### src/rtl/core/rrtq_pkg.sv
// Package of the round-robin task queue: sizes, codes, entry and cell control types.
`default_nettype none

package rrtq_pkg;

  localparam int MAX_TASKS = 16;
  localparam int TIME_BITS = 16;
  localparam int CNT_W     = $clog2(MAX_TASKS + 1);

  localparam int ID_W    = 16;
  localparam int BURST_W = 16;
  localparam int PRIO_W  = 4;
  localparam int FUNC_W  = 3;
  localparam int STAT_W  = 3;
  localparam int QUANT_W = 16;
  localparam int TCNT_W  = 5;

  localparam logic [PRIO_W-1:0] PRIO_MIN = PRIO_W'(1);
  localparam logic [PRIO_W-1:0] PRIO_MAX = PRIO_W'(10);
  localparam logic [QUANT_W-1:0] QUANT_RESET = QUANT_W'(10);

  // Operation codes.
  localparam logic [FUNC_W-1:0] FN_ADD   = 3'd0;
  localparam logic [FUNC_W-1:0] FN_DEL   = 3'd1;
  localparam logic [FUNC_W-1:0] FN_EXEC  = 3'd2;
  localparam logic [FUNC_W-1:0] FN_FIND  = 3'd3;
  localparam logic [FUNC_W-1:0] FN_CLEAR = 3'd4;

  // Status codes.
  localparam logic [STAT_W-1:0] ST_OK       = 3'd0;
  localparam logic [STAT_W-1:0] ST_INVALID  = 3'd1;
  localparam logic [STAT_W-1:0] ST_DUP      = 3'd2;
  localparam logic [STAT_W-1:0] ST_NOTFOUND = 3'd3;
  localparam logic [STAT_W-1:0] ST_EMPTY    = 3'd4;
  localparam logic [STAT_W-1:0] ST_FULL     = 3'd5;

  // Result word layout, lowest bit first.
  localparam int OUT_W       = 48;
  localparam int OUT_FOUND   = 3;
  localparam int OUT_RAN_ID  = 4;
  localparam int OUT_RAN_LFT = 20;
  localparam int OUT_FIN     = 36;
  localparam int OUT_TCNT    = 37;

  typedef struct packed {
    logic [ID_W-1:0]      id;
    logic [TIME_BITS-1:0] rem;
    logic [PRIO_W-1:0]    prio;
  } entry_t;

  typedef struct packed {
    logic capture;   // latch the id compare of every cell
    logic load_new;  // first empty cell takes the new entry
    logic shift;     // cells at or after the first hit take their right neighbour
    logic rotate;    // last occupied cell takes the rotated head entry
    logic clear;     // drop every entry
  } cell_ctl_t;

endpackage

`default_nettype wire

### src/rtl/core/rrtq_cell.sv
// One slot of the task chain: holds an entry, its valid bit and its id-match flag.
`default_nettype none

module rrtq_cell (
  input  wire logic               clk,
  input  wire logic               rst_n,
  input  wire rrtq_pkg::cell_ctl_t ctl,
  input  wire logic [15:0]        key,
  input  wire rrtq_pkg::entry_t   load_entry,
  input  wire logic               prev_valid,
  input  wire logic               next_valid,
  input  wire rrtq_pkg::entry_t   next_entry,
  input  wire logic               hit_in,
  output logic                    hit_out,
  output logic                    valid,
  output rrtq_pkg::entry_t        entry
);
  import rrtq_pkg::*;

  logic   valid_r, valid_nxt;
  logic   match_r, match_nxt;
  entry_t entry_r, entry_nxt;
  logic   do_shift, do_add, do_rot;

  assign hit_out  = hit_in | match_r;
  assign do_shift = ctl.shift & hit_out;
  assign do_add   = ctl.load_new & ~valid_r & prev_valid;
  assign do_rot   = ctl.rotate & valid_r & ~next_valid;

  always_comb begin
    valid_nxt = valid_r;
    entry_nxt = entry_r;
    match_nxt = match_r;
    if (ctl.capture) begin
      match_nxt = valid_r && (entry_r.id == key);
    end
    priority if (ctl.clear) begin
      valid_nxt = 1'b0;
    end else if (do_add || do_rot) begin
      valid_nxt = 1'b1;
      entry_nxt = load_entry;
    end else if (do_shift) begin
      valid_nxt = next_valid;
      entry_nxt = next_entry;
    end
  end

  always_ff @(posedge clk) begin
    if (!rst_n) begin
      valid_r <= 1'b0;
      match_r <= 1'b0;
    end else begin
      valid_r <= valid_nxt;
      match_r <= match_nxt;
    end
  end

  always_ff @(posedge clk) begin
    entry_r <= entry_nxt;
  end

  assign valid = valid_r;
  assign entry = entry_r;

endmodule

`default_nettype wire

### src/rtl/core/round_robin_task_queue.sv
// Top level of the round-robin task queue: control, count and a chain of task cells.
//
//  Channel   Direction  Handshake              Payload
//  in_       slave      in_tvalid / in_tready  in_tuser: func; in_tdata: id, burst, priority
//  out_      master     out_tvalid/out_tready  out_tdata: status .. task_count
//  cfg_      write      cfg_we                 cfg_wdata: quantum
//
// Each item passes through S_IDLE and S_EXEC: the accept edge latches the operands and
// every cell compares its id with the key, and the commit edge in S_EXEC applies the
// chain update and loads the result register. A stalled result holds the item in
// S_EXEC, but the next item is still accepted while a result waits. Reset
// (synchronous, active low) clears the valid bits of all cells together; no clearing
// pass is needed.
`default_nettype none

module round_robin_task_queue (
  input  wire logic        clk,
  input  wire logic        rst_n,
  // slave side
  input  wire logic        in_tvalid,
  output logic             in_tready,
  input  wire logic [2:0]  in_tuser,   // [2:0] func
  input  wire logic [39:0] in_tdata,   // [15:0] task_id, [31:16] burst_time,
                                       // [35:32] task_priority, [39:36] zero
  // master side
  output logic             out_tvalid,
  input  wire logic        out_tready,
  output logic [47:0]      out_tdata,  // [2:0] status, [3] found, [19:4] ran_id,
                                       // [35:20] ran_left, [36] finished,
                                       // [41:37] task_count, [47:42] zero
  // configuration
  input  wire logic        cfg_we,
  input  wire logic [15:0] cfg_wdata   // quantum
);
  import rrtq_pkg::*;

  // Control states: waiting for an item, or committing the latched one.
  localparam logic S_IDLE = 1'b0;
  localparam logic S_EXEC = 1'b1;

  logic                state_r, state_nxt;
  logic [QUANT_W-1:0]  quantum_r;
  logic [CNT_W-1:0]    count_r, count_nxt;
  logic [FUNC_W-1:0]   func_r;
  logic [ID_W-1:0]     id_r;
  logic [BURST_W-1:0]  burst_r;
  logic [PRIO_W-1:0]   prio_r;
  logic                out_valid_r, out_valid_nxt;
  logic [OUT_W-1:0]    out_data_r, out_data_nxt;

  logic                accept, out_free, commit;
  cell_ctl_t           ctl;
  entry_t              load_entry;

  // Chain wiring: entry i of the arrays belongs to cell i, the extra entry is the
  // empty position past the last cell.
  logic                valid_c [MAX_TASKS+1];
  entry_t              entry_c [MAX_TASKS+1];
  logic                hit_c   [MAX_TASKS+1];

  // Result fields.
  logic [STAT_W-1:0]   status;
  logic                found, finished;
  logic [ID_W-1:0]     ran_id;
  logic [TIME_BITS-1:0] ran_left;
  logic                any_hit, empty, add_bad;
  logic [31:0]         head_rem32, quant32;
  logic [TIME_BITS-1:0] head_left;

  assign accept    = in_tvalid & in_tready;
  assign in_tready = (state_r == S_IDLE);
  assign out_free  = ~out_valid_r | out_tready;
  assign commit    = (state_r == S_EXEC) & out_free;

  // The last cell sees nothing to its right.
  assign valid_c[MAX_TASKS] = 1'b0;
  assign entry_c[MAX_TASKS] = '0;

  // An execute seeds the hit chain at the head so every occupied cell shifts;
  // every other operation starts it clear.
  assign hit_c[0] = (func_r == FN_EXEC);

  genvar g;
  generate
    for (g = 0; g < MAX_TASKS; g++) begin : g_cell
      rrtq_cell u_cell (
        .clk        (clk),
        .rst_n      (rst_n),
        .ctl        (ctl),
        .key        (accept ? in_tdata[15:0] : id_r),
        .load_entry (load_entry),
        .prev_valid ((g == 0) ? 1'b1 : valid_c[(g == 0) ? 0 : g-1]),
        .next_valid (valid_c[g+1]),
        .next_entry (entry_c[g+1]),
        .hit_in     (hit_c[g]),
        .hit_out    (hit_c[g+1]),
        .valid      (valid_c[g]),
        .entry      (entry_c[g])
      );
    end
  endgenerate

  // For add, delete and find the seed is clear, so the chain end is the OR of matches.
  assign any_hit = hit_c[MAX_TASKS];
  assign empty   = (count_r == '0);

  // A burst of zero, a burst that does not fit the time field or a priority
  // outside one to ten makes an add invalid.
  assign add_bad = (burst_r == '0) || ((32'(burst_r) >> TIME_BITS) != 32'd0) ||
                   (prio_r < PRIO_MIN) || (prio_r > PRIO_MAX);

  assign head_rem32 = 32'(entry_c[0].rem);
  assign quant32    = 32'(quantum_r);
  assign head_left  = TIME_BITS'(head_rem32 - quant32);

  always_comb begin
    status     = ST_OK;
    found      = 1'b0;
    finished   = 1'b0;
    ran_id     = '0;
    ran_left   = '0;
    count_nxt  = count_r;
    ctl        = '0;
    load_entry = '{id: id_r, rem: TIME_BITS'(burst_r), prio: prio_r};
    ctl.capture = accept;
    if (state_r == S_EXEC) begin
      unique case (func_r)
        FN_ADD: begin
          priority if (add_bad) begin
            status = ST_INVALID;
          end else if (any_hit) begin
            status = ST_DUP;
          end else if (count_r == CNT_W'(MAX_TASKS)) begin
            status = ST_FULL;
          end else begin
            ctl.load_new = commit;
            count_nxt    = count_r + CNT_W'(1);
          end
        end
        FN_DEL: begin
          priority if (empty) begin
            status = ST_EMPTY;
          end else if (!any_hit) begin
            status = ST_NOTFOUND;
          end else begin
            ctl.shift = commit;
            count_nxt = count_r - CNT_W'(1);
          end
        end
        FN_EXEC: begin
          if (empty) begin
            status = ST_EMPTY;
          end else begin
            ran_id    = entry_c[0].id;
            ctl.shift = commit;
            if (quant32 >= head_rem32) begin
              // The head task completes and leaves the ring.
              finished  = 1'b1;
              count_nxt = count_r - CNT_W'(1);
            end else begin
              // The head moves to the tail with its reduced time.
              ran_left   = head_left;
              ctl.rotate = commit;
              load_entry = '{id: entry_c[0].id, rem: head_left, prio: entry_c[0].prio};
            end
          end
        end
        FN_FIND: begin
          found = any_hit;
        end
        FN_CLEAR: begin
          if (empty) begin
            status = ST_EMPTY;
          end
          ctl.clear = commit;
          count_nxt = '0;
        end
        default: begin
          status = ST_INVALID;
        end
      endcase
    end
  end

  // Next state and result register.
  always_comb begin
    state_nxt     = state_r;
    out_valid_nxt = out_valid_r & ~out_tready;
    out_data_nxt  = out_data_r;
    unique case (state_r)
      S_IDLE: begin
        if (accept) begin
          state_nxt = S_EXEC;
        end
      end
      S_EXEC: begin
        if (commit) begin
          state_nxt     = S_IDLE;
          out_valid_nxt = 1'b1;
          out_data_nxt  = '0;
          out_data_nxt[STAT_W-1:0]                  = status;
          out_data_nxt[OUT_FOUND]                   = found;
          out_data_nxt[OUT_RAN_ID +: ID_W]          = ran_id;
          out_data_nxt[OUT_RAN_LFT +: BURST_W]      = BURST_W'(ran_left);
          out_data_nxt[OUT_FIN]                     = finished;
          out_data_nxt[OUT_TCNT +: TCNT_W]          = TCNT_W'(count_nxt);
        end
      end
      default: begin
        state_nxt = S_IDLE;
      end
    endcase
  end

  always_ff @(posedge clk) begin
    if (!rst_n) begin
      state_r     <= S_IDLE;
      count_r     <= '0;
      quantum_r   <= QUANT_RESET;
      out_valid_r <= 1'b0;
    end else begin
      state_r     <= state_nxt;
      out_valid_r <= out_valid_nxt;
      if (commit) begin
        count_r <= count_nxt;
      end
      if (cfg_we) begin
        quantum_r <= cfg_wdata;
      end
    end
  end

  always_ff @(posedge clk) begin
    out_data_r <= out_data_nxt;
    if (accept) begin
      func_r  <= in_tuser;
      id_r    <= in_tdata[15:0];
      burst_r <= in_tdata[31:16];
      prio_r  <= in_tdata[35:32];
    end
  end

  assign out_tvalid = out_valid_r;
  assign out_tdata  = out_data_r;

endmodule

`default_nettype wire

### config.mk
export PLATFORM = sky130hd
export DESIGN_NAME = round_robin_task_queue
export DESIGN_NICKNAME = d
export VERILOG_FILES = /design/src/rtl/core/rrtq_pkg.sv /design/src/rtl/core/rrtq_cell.sv /design/src/rtl/core/round_robin_task_queue.sv
export SDC_FILE = /design/constraint.sdc
export NUM_CORES = 1
export LEC_CHECK = 0
export BUFFER_PORTS_ARGS = -buffer_cell sky130_fd_sc_hd__buf_2
export CORE_UTILIZATION = 63
export CTS_BUF_LIST = sky130_fd_sc_hd__clkbuf_16
export DETAILED_ROUTE_END_ITERATION = 10
export PLACE_DENSITY = 0.81
export SETUP_SLACK_MARGIN = 0.5
export SLEW_MARGIN = 20
export SYNTH_ARGS = -nofsm -noshare
export SYNTH_HDL_FRONTEND = slang
export SYNTH_SLANG_ARGS = --single-unit
### constraint.sdc
create_clock -name clk -period 6.56 [get_ports clk]
set_input_delay 0.656 -clock clk [delete_from_list [all_inputs] [get_ports clk]]
set_output_delay 0.656 -clock clk [all_outputs]
set_load 0.1 [all_outputs]
==> impl_metrics.csv <==
group,metric,value,unit
synth,ys_seq_elements,648,
layout,area_growth,10.8,%
sta,relSlewSlack,25.0,%
place,placed_area,33200,sq um
sta,fin_tns_setup,0,ns
power_and_ir_drop,clockPowerShare,40.9,%
synth,synth.distinct_cells,79,
sta,fin_skew,0.0224,ns
global_routing,grt_remaining_overflow,0,
global_routing,grt_usage,26.2,%
floorplanning,initial_core_util,64.0,%
clock_network,cts_sinks,648,
sta,final_hold_viol_count,0,
floorplanning,fp.dieH,228,um
run,drv_cap,0,
hold_path,hold_class,"primary input to flip-flop",
drt,ant_nets,0,
place,pre_cts_ws,1.47,ns
drt,vias,18500,
clock_network,cts_tree,"done",
critical_path,reg2reg_slack,1.34,ns
global_routing,first_global_vias,19100,
clock_network,cts_resized,0,
sta,rsz0062_at_grt,"no",
power_and_ir_drop,p_switching,2.24,mW
synth,postSynthCellCount,2204,
synth,synth-edff-count,577,
clock_network,path_clk_slew,0.05,ns
place,place.gp.congestion,0.884,
drt,post_drt_wl_per_cell,22.3,um
sta,fin_crit,5.22,ns
floorplanning,placementRows,82,
power_and_ir_drop,pwr-share-comb,9.9,%
place,io_buffers,103,
layout,final_common_cell,"edfxtp_1",
sta,worst_pin_slew,1.12,ns
floorplanning,die_w,228,um
synth,yosys_warnings,0,
drt,viasPerCell,6.12,
drt,drtPass1Iterations,5,
global_routing,antenna_found_initial,0,
global_routing,grt_pass1_wl,107000,um
status,status,"complete, no violations",
power_and_ir_drop,p_sw_share,24.4,%
critical_path,crit_path_max_fanout,18,
clock_network,clk_latency,0.60,ns
clock_network,numCtsBuffers,69,
critical_path,cp_data_arrival_time,5.51,ns
layout,mostFrequentLayoutCells,"edfxtp_1 (577), mux2_2 (428), xnor2_1 (208)",
sta,fin_crit_sh,79.6,%
power_and_ir_drop,power.density,258,nW/um^2
power_and_ir_drop,intPower,6.94,mW
sta,finalSetupViolCount,0,
clock_network,cts_max_level,3,
synth,mappedNetlistArea,32100,sq um
floorplanning,core-area,50200,sq um
floorplanning,die_area,51900,sq um
sta,fmax,0.192,GHz
critical_path,startpoint_type,"flip-flop",
global_routing,grt_max_degree,49,
critical_path,cp-end-kind,"flip-flop",
layout,finalNetCount,2386,
layout,drive_gt1_share,34.6,%
drt,drt_iter0_markers,1557,
clock_network,clockBufferDepth,3,
drt,wirelength,67700,um
synth,synth-main-ff-cell,"edfxtp_1",
power_and_ir_drop,p_leak,12.2,nW
synth,ys_seq_area_share,58.4,%
power_and_ir_drop,power_frac_seq,49.2,%
sta,setup_slack,1.34,ns
synth,async_flop_share,0,%
clock_network,root_buffer,"clkbuf_16",
layout,antennaDiodeCount,0,
power_and_ir_drop,ir_drop,0.197,mV
clock_network,post_cts_buffers,0,
critical_path,crit_type,"flip-flop to flip-flop",
synth,syn_area_per_cell,14.6,sq um
clock_network,cts-hold-fix-buffers,0,
layout,fin_area,35600,sq um
drt,drcViolationCount,0,
place,place.detailed.hpwl,48500,um
critical_path,required,6.84,ns
floorplanning,ioPinCount,114,
sta,drv_slew,0,
==> cells in the mapped netlist (28+ instances only) <==
master,instances,area share (%)
edfxtp_1,577,54
mux2_2,428,15
xnor2_1,208,5.7
dfxtp_1,71,4.4
nor2_1,65,0.76
mux2_4,64,3.0
nor4_1,58,1.1
and2_1,56,1.1
xor2_1,56,1.5
inv_1,55,0.64
clkbuf_1,52,0.61
buf_2,46,0.72
a21oi_1,45,0.70
mux2i_1,40,1.2
nand4_1,39,0.76
o21ai_0,38,0.59
nand2_1,36,0.42
buf_6,28,0.98
==> logic make-up (layout without fill, tap and decap cells) <==
logic type	count (synthesis)	in the layout	share of synthesized area, %
DFF	648	648	58.4
muxes	548	548	19.8
and+or+nand+nor	340	340	6.09
xor gates and xnor gates	264	264	7.20
buffers and inverters	198	344	3.29
AOI/OAI and AO/OA	186	186	4.41
adders and majority gates	19	19	0.764
other	1	6	0.0117
==> final timing paths <==
| path | from | endpoint | cells past startpoint |
|---|---|---|---|
| max reg2reg | g_cell[12].u_cell.match_r$_SDFFE_PN0P_ | g_cell[3].u_cell.entry[10]$_DFFE_PP_ | 9 |
| min reg2reg | g_cell[15].u_cell.match_r$_SDFFE_PN0P_ | g_cell[15].u_cell.match_r$_SDFFE_PN0P_ | 2 |
| min | in_tdata[22] | burst_r[6]$_DFFE_PP_ | 1 |
| max | g_cell[12].u_cell.match_r$_SDFFE_PN0P_ | g_cell[3].u_cell.entry[10]$_DFFE_PP_ | 9 |
==> routing by layer <==
layer / part of all wire [%] / vias to the layer above / GRT usage, % / routed length (um)
li1: - / 8499 / - / -
met1: 42 / 9288 / 34.9 / 28700
met2: 49 / 587 / 43.6 / 32900
met3: 5.6 / 138 / 4.30 / 3800
met4: 3.3 / 0 / 9.10 / 2240
met5: 0 / - / 0 / 0
==> state kept, by name (all words and copies together), names as in the netlist <==
name / count
count_r: 5
g_cell.u_cell.entry: 512
prio_r: 4
out_tdata: 42
g_cell.u_cell.valid: 16
out_tvalid: 1
quantum_r: 16
id_r: 16
g_cell.u_cell.match_r: 16
burst_r: 16
func_r: 3
state_r: 1
==> worst max-delay path, stage by stage (launching register included) <==
cell,delay [ns]
dfxtp_1,0.35
nor4_2,0.82
or4b_1,0.60
and4bb_2,0.53
nand4_2,0.62
nor3_1,0.56
a31oi_4,0.21
buf_16,0.29
nand2_1,0.53
buf_4,0.37
==> power groups by stage <==
stage / Combinational (mW) / Sequential, mW / Clock, mW
global route: 0.960 / 4.52 / 3.96
detailed placement: 0.888 / 4.61 / 0
global placement: 0.869 / 4.60 / 0
CTS: 0.897 / 4.52 / 3.80
floorplan: 0.524 / 4.69 / 0
finish: 0.909 / 4.52 / 3.75
==> stage by stage <==
stage / std cells / util (%) / total power, mW / hold WS (ns)
after floorplan: 2209 / - / 5.21 / 0.442
final: 3027 / 70.9 / 9.18 / 0.235
after detailed placement: 2895 / 66.1 / 5.49 / 0.465
after global routing: 3027 / 70.9 / 9.44 / 0.204
after global placement: 2895 / 66.1 / 5.47 / 0.455
after CTS: 3018 / 70.5 / 9.22 / 0.205
==> area by class of cell <==
| cell class | instances | area, sq um |
|---|---|---|
| clock buffers | 72 | 1800 |
| clock inverters | 51 | 368 |
| fillers | 3176 | 14600 |
| inverters | 58 | 218 |
| multi-input cells | 1363 | 12500 |
| flip-flops and latches | 648 | 18700 |
| well taps | 672 | 841 |
| repair buffers | 163 | 1090 |
Power figures use the tool's default switching activity.
